## src/ac_ir_pkg.sv

```systemverilog
`timescale 1ns / 1ps
// ----------------------------------------------------------------------------
// ac_ir_pkg
// Constants, codes and encode functions for the air-conditioner IR frame
// builder.
// ----------------------------------------------------------------------------
package ac_ir_pkg;

  localparam int unsigned FrameBytes = 13;
  localparam int unsigned IdxW       = $clog2(FrameBytes);
  localparam logic [IdxW-1:0] LastIdx = IdxW'(FrameBytes - 1);

  typedef logic [7:0] byte_t;

  // Bytes of the frame before the command fields are filled in.
  localparam byte_t BaseFrame [FrameBytes] = '{
    8'hB2, 8'hAE, 8'h4D, 8'h91, 8'hF0, 8'hE1, 8'hA4,
    8'h00, 8'h00, 8'h00, 8'h00, 8'h61, 8'h24
  };

  // Byte positions that carry command fields.
  localparam logic [IdxW-1:0] IdxModeFan = IdxW'(5);
  localparam logic [IdxW-1:0] IdxTemp    = IdxW'(6);
  localparam logic [IdxW-1:0] IdxFlags   = IdxW'(11);

  // Input mode codes.
  localparam logic [2:0] InModeCool = 3'd1;
  localparam logic [2:0] InModeDry  = 3'd2;
  localparam logic [2:0] InModeHeat = 3'd3;
  localparam logic [2:0] InModeFan  = 3'd4;

  // Input fan speed codes.
  localparam logic [1:0] InFanAuto = 2'd0;
  localparam logic [1:0] InFanLow  = 2'd1;
  localparam logic [1:0] InFanMed  = 2'd2;
  localparam logic [1:0] InFanHigh = 2'd3;

  typedef enum logic [3:0] {
    MODE_DRY  = 4'h2,
    MODE_FAN  = 4'h4,
    MODE_COOL = 4'h6,
    MODE_HEAT = 4'h9,
    MODE_AUTO = 4'hE
  } mode_code_e;

  typedef enum logic [3:0] {
    FAN_AUTO = 4'h1,
    FAN_HIGH = 4'h2,
    FAN_MED  = 4'h4,
    FAN_LOW  = 4'h8
  } fan_code_e;

  localparam logic [7:0] TempMin   = 8'd16;
  localparam logic [7:0] TempMax   = 8'd32;
  localparam logic [7:0] TempAuto  = 8'd25;
  localparam logic [7:0] TempDelta = 8'd7;

  // Command as held in the input register.
  typedef struct packed {
    logic [2:0] ac_mode;
    logic [1:0] fan_speed;
    logic [7:0] temp_c;
    logic       power;
    logic       swing;
  } cmd_t;

  function automatic mode_code_e mode_code(input logic [2:0] m);
    mode_code_e r;
    unique case (m)
      InModeCool: r = MODE_COOL;
      InModeDry:  r = MODE_DRY;
      InModeHeat: r = MODE_HEAT;
      InModeFan:  r = MODE_FAN;
      default:    r = MODE_AUTO;
    endcase
    return r;
  endfunction

  function automatic fan_code_e fan_code(input logic [1:0] f, input mode_code_e m);
    fan_code_e r;
    unique case (f)
      InFanLow:  r = FAN_LOW;
      InFanMed:  r = FAN_MED;
      InFanHigh: r = FAN_HIGH;
      default:   r = (m == MODE_HEAT || m == MODE_FAN) ? FAN_LOW : FAN_AUTO;
    endcase
    if (m == MODE_AUTO) r = FAN_AUTO;
    if (m == MODE_DRY) r = FAN_LOW;
    return r;
  endfunction

  function automatic logic [4:0] temp_code(input logic [7:0] t, input mode_code_e m);
    logic [7:0] tc;
    logic [7:0] td;
    logic [4:0] r;
    tc = (m == MODE_AUTO) ? TempAuto : t;
    if (tc < TempMin) tc = TempMin;
    if (tc > TempMax) tc = TempMax;
    td = tc - TempDelta;
    for (int i = 0; i < 5; i++) begin
      r[4-i] = td[i];
    end
    return r;
  endfunction

  function automatic logic [3:0] rev4(input logic [3:0] v);
    return {v[0], v[1], v[2], v[3]};
  endfunction

  function automatic byte_t rev8(input byte_t v);
    byte_t r;
    for (int i = 0; i < 8; i++) begin
      r[7-i] = v[i];
    end
    return r;
  endfunction

  // Sum of the bit-reversed nibbles of one byte.
  function automatic byte_t nib_sum(input byte_t v);
    return byte_t'(rev4(v[3:0])) + byte_t'(rev4(v[7:4]));
  endfunction

endpackage

```

## src/ac_remote_ir_frame_builder.sv

```systemverilog
`timescale 1ns / 1ps
// A command passes through the input register, the frame byte registers and
// the output register before its first byte shows on the master side; the
// following bytes go out one per cycle while m_axis_tready is high, and the
// next command is taken while a frame is still being sent.
// Reset clears all valid flags and the byte counter; no frame is in flight.
// ----------------------------------------------------------------------------
// ac_remote_ir_frame_builder
// Encodes one air-conditioner command into a 13-byte IR frame, one byte per
// output item, with tlast on the checksum byte.
// ----------------------------------------------------------------------------
module ac_remote_ir_frame_builder (
  input  logic        clk_i,
  input  logic        rst_ni,
  input  logic        s_axis_tvalid,
  output logic        s_axis_tready,
  // ac_mode[2:0], fan_speed[4:3], temp_c[12:5], power[13], swing[14], zero[15]
  input  logic [15:0] s_axis_tdata,
  output logic        m_axis_tvalid,
  input  logic        m_axis_tready,
  // frame_byte[7:0], byte_index[11:8], zero[15:12]
  output logic [15:0] m_axis_tdata,
  output logic        m_axis_tlast
);
  import ac_ir_pkg::*;

  cmd_t            cmd_q;
  logic            cmd_vld_q;
  logic            cmd_take;
  logic            in_acc;

  byte_t           b5_q, b6_q, b11_q, b12_q;
  byte_t           b5_d, b6_d, b11_d, b12_d;
  logic [IdxW-1:0] idx_q;
  logic            frm_vld_q;
  logic            frm_free;
  logic            emit;

  byte_t           out_byte_q;
  logic [IdxW-1:0] out_idx_q;
  logic            out_last_q;
  logic            out_vld_q;
  logic            out_free;
  byte_t           sel_byte;

  mode_code_e      mcode;
  fan_code_e       fcode;

  assign out_free      = !out_vld_q || m_axis_tready;
  assign emit          = frm_vld_q && out_free;
  assign frm_free      = !frm_vld_q || (emit && idx_q == LastIdx);
  assign cmd_take      = cmd_vld_q && frm_free;
  assign s_axis_tready = !cmd_vld_q || frm_free;
  assign in_acc        = s_axis_tvalid && s_axis_tready;

  always_comb begin
    mcode = mode_code(cmd_q.ac_mode);
    fcode = fan_code(cmd_q.fan_speed, mcode);
    b5_d  = {mcode, fcode};
    b6_d  = (BaseFrame[IdxTemp] & 8'h83) | {1'b0, temp_code(cmd_q.temp_c, mcode), 2'b00};
    b11_d = (BaseFrame[IdxFlags] & 8'h9F) | {1'b0, cmd_q.swing, cmd_q.power, 5'b0};
    b12_d = rev8(nib_sum(b5_d) + nib_sum(b6_d) + nib_sum(b11_d));
  end

  always_comb begin
    case (idx_q)
      IdxModeFan: sel_byte = b5_q;
      IdxTemp:    sel_byte = b6_q;
      IdxFlags:   sel_byte = b11_q;
      LastIdx:    sel_byte = b12_q;
      default:    sel_byte = BaseFrame[idx_q];
    endcase
  end

  always_ff @(posedge clk_i or negedge rst_ni) begin
    if (!rst_ni) begin
      cmd_vld_q <= 1'b0;
      frm_vld_q <= 1'b0;
      idx_q     <= '0;
      out_vld_q <= 1'b0;
    end else begin
      if (in_acc) begin
        cmd_vld_q <= 1'b1;
      end else if (cmd_take) begin
        cmd_vld_q <= 1'b0;
      end
      if (cmd_take) begin
        frm_vld_q <= 1'b1;
        idx_q     <= '0;
      end else if (emit) begin
        if (idx_q == LastIdx) begin
          frm_vld_q <= 1'b0;
          idx_q     <= '0;
        end else begin
          idx_q <= idx_q + 1'b1;
        end
      end
      if (out_free) begin
        out_vld_q <= frm_vld_q;
      end
    end
  end

  always_ff @(posedge clk_i) begin
    if (in_acc) begin
      cmd_q <= '{ac_mode:   s_axis_tdata[2:0],
                 fan_speed: s_axis_tdata[4:3],
                 temp_c:    s_axis_tdata[12:5],
                 power:     s_axis_tdata[13],
                 swing:     s_axis_tdata[14]};
    end
    if (cmd_take) begin
      b5_q  <= b5_d;
      b6_q  <= b6_d;
      b11_q <= b11_d;
      b12_q <= b12_d;
    end
    if (emit) begin
      out_byte_q <= sel_byte;
      out_idx_q  <= idx_q;
      out_last_q <= (idx_q == LastIdx);
    end
  end

  assign m_axis_tvalid = out_vld_q;
  assign m_axis_tdata  = {4'b0, out_idx_q, out_byte_q};
  assign m_axis_tlast  = out_last_q;

  a_idx_range: assert property (@(posedge clk_i) disable iff (!rst_ni)
    frm_vld_q |-> idx_q <= LastIdx)
    else $error("frame byte counter out of range");

  a_load_starts_frame: assert property (@(posedge clk_i) disable iff (!rst_ni)
    cmd_take |=> frm_vld_q && idx_q == '0)
    else $error("loaded frame does not start at byte zero");

  a_last_is_checksum: assert property (@(posedge clk_i) disable iff (!rst_ni)
    out_vld_q |-> (out_last_q == (out_idx_q == LastIdx)))
    else $error("last flag not on the checksum byte");

  a_frame_no_gap: assert property (@(posedge clk_i) disable iff (!rst_ni)
    out_vld_q && m_axis_tready && !out_last_q |=> out_vld_q)
    else $error("gap inside a frame");

endmodule

```

## config.mk

```make
export PLATFORM = sky130hd
export DESIGN_NAME = ac_remote_ir_frame_builder
export DESIGN_NICKNAME = d
export VERILOG_FILES = /design/src/ac_ir_pkg.sv /design/src/ac_remote_ir_frame_builder.sv
export SDC_FILE = /design/constraint.sdc
export NUM_CORES = 1
export LEC_CHECK = 0
export ABC_CLOCK_PERIOD_IN_PS = 4530
export BUFFER_PORTS_ARGS = -buffer_cell sky130_fd_sc_hd__buf_4
export CORE_MARGIN = 2
export CORE_UTILIZATION = 57
export CTS_CLUSTER_DIAMETER = 200
export CTS_CLUSTER_SIZE = 28
export DETAILED_ROUTE_END_ITERATION = 7
export PLACE_DENSITY = 0.84
export SYNTH_ARGS = -nofsm -noshare
export SYNTH_HDL_FRONTEND = slang
export SYNTH_SLANG_ARGS = --single-unit
```

## constraint.sdc

```tcl
create_clock -name clk_i -period 4.53 [get_ports clk_i]
set_input_delay 0.453 -clock clk_i [delete_from_list [all_inputs] [get_ports clk_i]]
set_output_delay 0.453 -clock clk_i [all_outputs]
set_load 0.03 [all_outputs]
```

-- Word-level counts from Yosys, hierarchy flattened
Memories as Yosys holds them, arrays and structs flattened.
Index checks and enable logic that the tools add are counted.
- add/subtract/negate cells: 7
- $mul: 0
- div/mod/pow operators: 0
- magnitude comparators: 3
- eq/ne operators: 15
- shift-type cells: 0
- muxes and demuxes: 19
- bitwise operators: 1
- reductions and logical operators: 15
- operators by type and width (cell ; number):
    $mux 8 ; 4
    $pmux 8 s4 ; 1
    $mux 4 ; 6
    $eq 4x4->1 const B ; 4
    $pmux 4 s4 ; 1
    $eq 4x3->1 const B ; 3
    $pmux 4 s3 ; 1
    $gt 8x6->1 const B ; 1
    $lt 8x5->1 const B ; 1
    $add 6x5->7 ; 1
    $add 5x5->6 ; 1
    $eq 3x2->1 const B ; 2
    $reduce_bool 2->1 ; 3
    $add 2x4->5 ; 1
    $add 4x3->5 const A ; 1
    $add 4x4->5 ; 1
    $ge 5x5->1 const B ; 1
    $mux 1 ; 5
    $mux 5 ; 1
    $not 4->5 ; 1
    $sub 5x3->5 const B ; 1
    $add 4x1->4 const B ; 1
    $eq 2x2->1 const B ; 2
    $eq 4x2->1 const B ; 1
    7 further kinds ; 15
- bits in registers: 58
- bits in latches: 0
- bits in writable memories: 0
- memory bits (read-only): 128
- bits of input ports: 20
- word-level logic and storage cells: 77
- memories kept: 1
- memories (name ; depth ; bits a word ; rd ports ; clocked after Yosys merged registers in ; write ports ; RTL line ; source):
    (name not given) ; 16 ; 8 ; 1 ; 0 ; 0 ; ac_remote_ir_frame_builder.sv:71 ; default: sel_byte = BaseFrame[idx_q];

-- Logic depth before layout (Yosys ltp)
Gate-level depths: netlist (run 1).
- word-level depth: 12
- depth in mapped cells: 16
- depth with buffers taken out: 16

-- Worst setup path before layout (run 1)
Ideal clock, no wire load.
- path kind: register to register
- from: register cmd_q[13] (netlist name)
- to: register b12_q[2] (data pin)
- library setup time: 0.265 ns
- data arrival time: 3.292 ns
- data required time: 4.265 ns
- slack: 0.973 ns
- stages on the path, launching flop included: 16
- clock period less this slack: 3.557 ns
- path through: edfxtp_1 nor2_2 xnor2_2 and3_1 ha_1 a21o_1 nand2_1 nand3_1 fa_1 inv_1 fa_1 inv_1 ha_1 a21o_1 a21oi_1 o21ai_0
- word-level cells in the longest chain between the ends: 12
- elaborated cells between the ends (all ways): 24
- ends and longest elaborated chain (what ; RTL line ; source):
    start, declared ; ac_remote_ir_frame_builder.sv:27 ; cmd_t cmd_q;
    start signal, assigned ; ac_remote_ir_frame_builder.sv:106 ; cmd_q <= '{ac_mode: s_axis_tdata[2:0],
    $eq 3x3->1 (tied with other cells) ; ac_ir_pkg.sv:69 ; unique case (m)
    $pmux 4 s4 * ; ac_ir_pkg.sv:69 ;
    $eq 4x4->1 * ; ac_ir_pkg.sv:96 ; tc = (m == MODE_AUTO) ? TempAuto : t;
    $mux 8 * ; ac_ir_pkg.sv:96 ;
    $lt 8x5->1 ; ac_ir_pkg.sv:97 ; if (tc < TempMin) tc = TempMin;
    $mux 8 * ; ac_ir_pkg.sv:97 ;
    $gt 8x6->1 ; ac_ir_pkg.sv:98 ; if (tc > TempMax) tc = TempMax;
    $mux 5 * ; ac_ir_pkg.sv:98 ;
    $sub 5x3->5 * ; ac_ir_pkg.sv:99 ; td = tc - TempDelta;
    via b6_d[2] ; ac_remote_ir_frame_builder.sv:33 ; byte_t b5_d, b6_d, b11_d, b12_d;
    $add 2x4->5 * ; ac_ir_pkg.sv:120 ; return byte_t'(rev4(v[3:0])) + byte_t'(rev4(v[7:4]));
    $add 5x5->6 * ; ac_remote_ir_frame_builder.sv:62 ; b12_d = rev8(nib_sum(b5_d) + nib_sum(b6_d) + nib_sum(b11_d));
    $add 6x5->7 * ; ac_remote_ir_frame_builder.sv:62 ;
    via b12_d[2] ; ac_remote_ir_frame_builder.sv:33 ;
    end signal, assigned ; ac_remote_ir_frame_builder.sv:116 ; b12_q <= b12_d;
    end, declared ; ac_remote_ir_frame_builder.sv:32 ; byte_t b5_q, b6_q, b11_q, b12_q;
Mark *: on every way through the listed nets, which the timed path passes. The rest lies on a longest branch.
A chain may end at the register's enable or synchronous reset.

-- Final worst setup path (run 1)
- from: register cmd_q[12] (netlist name)
- to: register b12_q[2] (data pin)
The elaborated chain is that of the path after synthesis.

==> results of run 1 <==
worst register-to-register path, delay by kind of cell, from the launching register on:
kind                     cells  cell delay (ns)
XOR/XNOR                     1             0.12
adder cells (fa/ha/maj)      4             1.58
flip-flops                   1             0.50
AND/OR/NAND/NOR              4             0.59
AO/OA/AOI/OAI                4             0.71
buffers and inverters        2             0.12
how the worst min path moves through the flow:
stage	from	to	slack (ns)	depth (start not counted)
5_1_grt	s_axis_tdata[2]	cmd_q[14]	0.30	1
3_5_place_dp	rst_ni	cmd_vld_q	0.27	1
3_3_place_gp	rst_ni	cmd_vld_q	0.27	1
4_1_cts	s_axis_tdata[13]	b11_d[5]	0.31	1
6_report	s_axis_tdata[14]	b11_d[6]	0.32	1
2_1_floorplan	rst_ni	cmd_vld_q	0.16	0
routing by layer:
| layer | wire length (um) | global-route usage [%] | vias to the layer above |
|---|---|---|---|
| met5 | 0 | 0 | - |
| met4 | 36 | 6.94 | 0 |
| met3 | 228 | 5.22 | 4 |
| met2 | 2390 | 32.7 | 57 |
| met1 | 1760 | 20.8 | 807 |
| li1 | - | - | 861 |
cell usage in the layout (no fill, tap or decap), types with 3 or more instances in the layout:
cell / synthesis / layout
a21o_1: 3 / 3
and3_1: 3 / 3
a22o_1: 5 / 5
nand3_1: 5 / 5
xnor2_1: 5 / 5
inv_1: 26 / 26
dfrtp_1: 7 / 7
ha_1: 14 / 14
o21ai_0: 7 / 7
fa_1: 7 / 7
edfxtp_1: 49 / 49
nor3_1: 3 / 3
nor2_1: 13 / 13
a22oi_1: 4 / 4
clkbuf_8: 0 / 5
and2_1: 7 / 7
nand2b_1: 5 / 5
buf_4: 4 / 33
nand2_1: 12 / 12
conb_1: 1 / 4
a21oi_1: 9 / 9
nor2b_1: 6 / 6
power groups by stage:
stage	Combinational, mW	Sequential (mW)	Clock (mW)
2_1_floorplan	0.332	0.801	0
3_3_place_gp	0.503	0.743	0
3_5_place_dp	0.517	0.744	0
4_1_cts	0.521	0.733	0.268
5_1_grt	0.578	0.745	0.287
6_report	0.518	0.734	0.260
registers in the layout, summed over array words and instances (netlist names), 2 cells and up:
| signal | count |
|---|---|
| cmd_q | 13 |
| b5_q | 8 |
| out_byte_q | 8 |
| b12_q | 6 |
| b6_q | 5 |
| idx_q | 4 |
| out_idx_q | 4 |
| b11_d | 2 |
| b11_q | 2 |
cell families after synthesis:
group | Yosys count | share of synthesized area, %
other | 1 | 0.132
buffers and inverters | 39 | 6.67
multiplexers | 2 | 0.746
AND/OR/NAND/NOR | 58 | 10.3
AO/OA/AOI/OAI | 45 | 10.7
XOR/XNOR | 8 | 2.72
adder cells (fa/ha/maj) | 21 | 11.1
flip-flops | 56 | 57.7
layout make-up:
cell class | count | area [um2]
Clock buffer | 7 | 76.3
Clock inverter | 1 | 8.76
Fill cell | 372 | 1590
Inverter | 26 | 97.6
Multi-Input combinational cell | 138 | 1030
Sequential cell | 56 | 1650
Tap cell | 67 | 83.8
Timing Repair Buffer | 34 | 258
==> flow_metrics.env, run 1 <==
export IMPL_utilization_pct=66.8
export IMPL_ys_warnings_count=0
export IMPL_cts_tree="done"
export IMPL_rows=25
export IMPL_num_vias=1729
export IMPL_p_int_mw=0.992
export IMPL_setup_violations=0
export IMPL_grt_pass1_wl_um=7510
export IMPL_die_x_um=74.7
export IMPL_final_max_slew_violation_count=0
export IMPL_final_hold_viol_count=0
export IMPL_drt_pass1_iter_count=5
export IMPL_die_area_um2=5580
export IMPL_yosys_area_top_type="edfxtp_1"
export IMPL_layout_drive_gt1_share_pct=16.4
export IMPL_slowest_delay_ns=0.55
export IMPL_synth_most_common_cell="edfxtp_1"
export IMPL_reg2reg_from="cmd_q[12]"
export IMPL_postCtsHoldBufs=1
export IMPL_cap_violations=0
export IMPL_cp_depth=15
export IMPL_cp_arrival_ns=3.91
export IMPL_power_switching_mw=0.520
export IMPL_critical_path_class="flip-flop to flip-flop"
export IMPL_grt_pass1_vias=1721
export IMPL_cpLargestDelayFamily="adder cells"
export IMPL_share_seq_of_total_power_pct=48.6
export IMPL_first_iter_violations=105
export IMPL_antenna_left=0
export IMPL_synthFlopType="edfxtp_1"
export IMPL_synth_top_cells_by_area="edfxtp_1 52%, dfrtp_1 6.1%, ha_1 6.1%, fa_1 4.9%, inv_1 3.4%"
export IMPL_dpl_cell_count=320
export IMPL_switching_share_pct=34.4
export IMPL_grtUsageTotal_pct=18.3
export IMPL_clk_latency_ns=0.30
export IMPL_fin_crit_sh_pct=85.2
export IMPL_p_clk_share_pct=17.2
export IMPL_ff2ff_setup_slack_ns=0.67
export IMPL_routabilityCongestion=0.832
export IMPL_fin_cells=329
export IMPL_nets=302
export IMPL_fmax_mhz=259
export IMPL_setup_slack_ns=0.668
export IMPL_syn_area_um2=2850
export IMPL_ys_ff_latch=56
export IMPL_rsz0062_at_grt="no"
export IMPL_ctsResizeCount=0
export IMPL_path_max_fanout=7
export IMPL_cp_startpoint="cmd_q[12]"
export IMPL_synth_edf_count=49
export IMPL_synth_distinct_cells=46
export IMPL_powerDensity_nw_per_um2=473
export IMPL_cts_sinks=56
export IMPL_yosysSeqAreaShare_pct=57.7
export IMPL_crit_path_end="b12_q[2]"
export IMPL_io_pins=39
export IMPL_ir_drop_v=0.000235
export IMPL_clk_pin_slew_ns=0.09
export IMPL_tightest_slew_ns=0.915
export IMPL_dp_slack_ns=0.663
export IMPL_cts_buffer_depth=2
export IMPL_portBuffers=33
export IMPL_cp_required_ns=4.58
export IMPL_slew_headroom_pct=39.0
export IMPL_startpoint_type="flip-flop"
export IMPL_numCtsBuffers=5
export IMPL_coreArea_um2=4790
export IMPL_gr_total_overflow=0
export IMPL_drc_errors=0
export IMPL_p_total_mw=1.51
export IMPL_synthToLayoutAreaGrowth_pct=12.1
export IMPL_final_area_um2=3200
export IMPL_slowest_stage="fa_1"
export IMPL_leakage_nw=1.30
export IMPL_antenna_found_initial=0
export IMPL_die_y_um=74.7
export IMPL_htree_levels=2
export IMPL_async_flop_share_pct=12.5
export IMPL_wl_um=4410
export IMPL_min_delay_path_class="input port to flip-flop"
export IMPL_grt_max_degree=22
export IMPL_crit_path_cell_trace="nor2_2 -> xnor2_2 -> and3_1 -> ha_1 -> a21o_1 -> nand2_1 -> nand3_1 -> fa_1 -> inv_1 -> fa_1 -> inv_1 -> ha_1 -> a21o_1 -> a21oi_1 -> o21ai_0"
export IMPL_whs_ns=0.323
export IMPL_placed_area_um2=3100
export IMPL_dp_hpwl_um=3260
export IMPL_wl_per_cell_um=13.4
export IMPL_tns_ns=0
export IMPL_power_frac_comb_pct=34.3
export IMPL_r2r_end="b12_q[2]"
export IMPL_finClkSkew_ns=0.00759
export IMPL_start_util_pct=59.6
export IMPL_end_kind="flip-flop"
export IMPL_diodes=0
export IMPL_yosys_top_cells_count="49 x edfxtp_1, 26 x inv_1, 14 x ha_1"
export IMPL_post_cts_buffers=0
export IMPL_synth_top_area_share_pct=51.6
export IMPL_r2r_cells=15
export IMPL_vias_per_cell=5.26
export IMPL_fin_crit_ns=3.86
export IMPL_crit_buf_inv=2
export IMPL_status="complete, no violations"
export IMPL_synth_cells=230
export IMPL_ctsRootBufferMaster="clkbuf_8"
export IMPL_avgSynthCellArea_um2=12.4
Power figures use the tool's default switching activity.
==> inputs of run 2 (changes only) <==
Settings changed: CELL_PAD_IN_SITES_DETAIL_PLACEMENT from default to 1, CELL_PAD_IN_SITES_GLOBAL_PLACEMENT from default to 2, CORE_UTILIZATION 57 to 39, PLACE_DENSITY 0.84 to 0.85.
==> run 2 against run 1 <==
Effect of this change: critical path type unchanged; fmax is 0.18% higher; clock skew rose by 0.0016 ns; global-route usage down 3.2 points; highest routed layer unchanged; largest cell class unchanged; first-iteration DRC count is 34% lower.
==> flow_metrics.env, run 2 (synthesis results as in run 1) <==
export IMPL_status="complete, no violations"
export IMPL_wl_per_cell_um=14.6
export IMPL_crit_path_cell_trace="nor2_2 -> xnor2_2 -> and3_1 -> ha_1 -> a21o_1 -> nand2_1 -> nand3_1 -> fa_1 -> inv_1 -> fa_1 -> inv_1 -> ha_1 -> a21o_1 -> a21oi_1 -> o21ai_0"
export IMPL_final_max_slew_violation_count=0
export IMPL_die_area_um2=8010
export IMPL_largest_reg_flops=13
export IMPL_antenna_left=0
export IMPL_portBuffers=33
export IMPL_drt_pass1_iter_count=4
export IMPL_grt_max_degree=22
export IMPL_routabilityCongestion=0.738
export IMPL_slowest_stage="fa_1"
export IMPL_start_util_pct=39.7
export IMPL_grtUsageTotal_pct=15.1
export IMPL_synthToLayoutAreaGrowth_pct=13.9
export IMPL_cp_required_ns=4.59
export IMPL_dp_hpwl_um=4140
export IMPL_finClkSkew_ns=0.00919
export IMPL_cts_tree="done"
export IMPL_reg2reg_from="cmd_q[12]"
export IMPL_min_delay_path_class="input port to flip-flop"
export IMPL_ff2ff_setup_slack_ns=0.68
export IMPL_dpl_cell_count=352
export IMPL_die_y_um=89.5
export IMPL_cp_arrival_ns=3.92
export IMPL_antenna_found_initial=0
export IMPL_regMostFlops="cmd_q"
export IMPL_fin_crit_ns=3.85
export IMPL_powerDensity_nw_per_um2=481
export IMPL_setup_violations=0
export IMPL_io_pins=39
export IMPL_r2r_end="b12_q[2]"
export IMPL_die_x_um=89.5
export IMPL_clk_latency_ns=0.31
export IMPL_final_hold_viol_count=0
export IMPL_clk_pin_slew_ns=0.10
export IMPL_startpoint_type="flip-flop"
export IMPL_crit_buf_inv=2
export IMPL_rsz0062_at_grt="no"
export IMPL_first_iter_violations=69
export IMPL_final_common_cell="edfxtp_1"
export IMPL_drc_errors=0
export IMPL_min_from="s_axis_tdata[2]"
export IMPL_critical_path_class="flip-flop to flip-flop"
export IMPL_ir_drop_v=0.000179
export IMPL_hold_path_end="cmd_q[14]"
export IMPL_vias_per_cell=4.84
export IMPL_nets=302
export IMPL_tightest_slew_ns=0.886
export IMPL_rows=31
export IMPL_fmax_mhz=259
export IMPL_slew_headroom_pct=41.0
export IMPL_end_kind="flip-flop"
export IMPL_diodes=0
export IMPL_path_max_fanout=7
export IMPL_wl_um=5280
export IMPL_ctsRootBufferMaster="clkbuf_8"
export IMPL_hold_depth=1
export IMPL_layout_drive_gt1_share_pct=17.2
export IMPL_coreArea_um2=7180
export IMPL_grt_pass1_wl_um=8940
export IMPL_numCtsBuffers=5
export IMPL_utilization_pct=45.3
export IMPL_r2r_cells=15
export IMPL_tns_ns=0
export IMPL_ctsResizeCount=0
export IMPL_cap_violations=0
export IMPL_cpLargestDelayFamily="adder cells"
export IMPL_htree_levels=2
export IMPL_most_common_layout_cells="49 x edfxtp_1, 33 x buf_4, 26 x inv_1, 14 x ha_1, 13 x nor2_1"
export IMPL_cts_sinks=56
export IMPL_fin_crit_sh_pct=85.1
export IMPL_leakage_nw=1.30
export IMPL_slowest_delay_ns=0.56
export IMPL_cts_buffer_depth=2
export IMPL_grt_pass1_vias=1847
export IMPL_post_cts_buffers=0
export IMPL_fin_cells=361
export IMPL_num_vias=1749
export IMPL_gr_total_overflow=0
export IMPL_reg_top3="cmd_q (13), b5_q (8), out_byte_q (8)"
## run 2: repair_timing
item | CTS | global route
hold buffers | 1 | 0
endpoints found under the hold margin | 7 | 0
endpoints found under the setup margin | 0 | 0
## run 2: final cells by class
type                       count  area (um2)
sequential                    56        1650
inverter                      26        97.6
clock buffer                   5        68.8
clock inverter                 3        27.5
tap                           99         124
timing repair buffer          34         258
fill                         788        3930
multi-input combinational    138        1030
## run 2: per-stage QoR
stage	instance area [um2]	power, mW	worst slack, ns	hold WS [ns]
floorplan	2860	1.13	0.973	0.157
global placement	3140	1.27	0.743	0.272
detailed placement	3140	1.29	0.661	0.273
CTS	3250	1.58	0.627	0.304
global route	3250	1.67	0.353	0.289
finish	3250	1.56	0.675	0.314
## run 2: metal layers
metal	up-vias	share of wire [%]	global-route usage (%)
met5	-	0	0
met3	6	3.2	2.86
met4	0	1.2	4.07
met2	33	54	28.6
met1	850	42	17.3
li1	860	-	-
## run 2: how the worst max path moves through the flow
stage | from | to | slack, ns | depth (start not counted)
floorplan | cmd_q[13] | b12_q[2] | 0.97 | 15
global placement | cmd_q[12] | b12_q[2] | 0.74 | 15
detailed placement | cmd_q[12] | b12_q[2] | 0.66 | 15
CTS | cmd_q[12] | b12_q[2] | 0.63 | 15
global route | cmd_q[12] | b12_q[2] | 0.35 | 15
finish | cmd_q[12] | b12_q[2] | 0.68 | 15
## run 2: power breakdown
group / total (mW) / internal, mW / switching (mW)
combinational: 0.538 / 0.217 / 0.322
clock: 0.286 / 0.114 / 0.172
sequential: 0.738 / 0.666 / 0.0723
total: 1.56 / 0.997 / 0.566
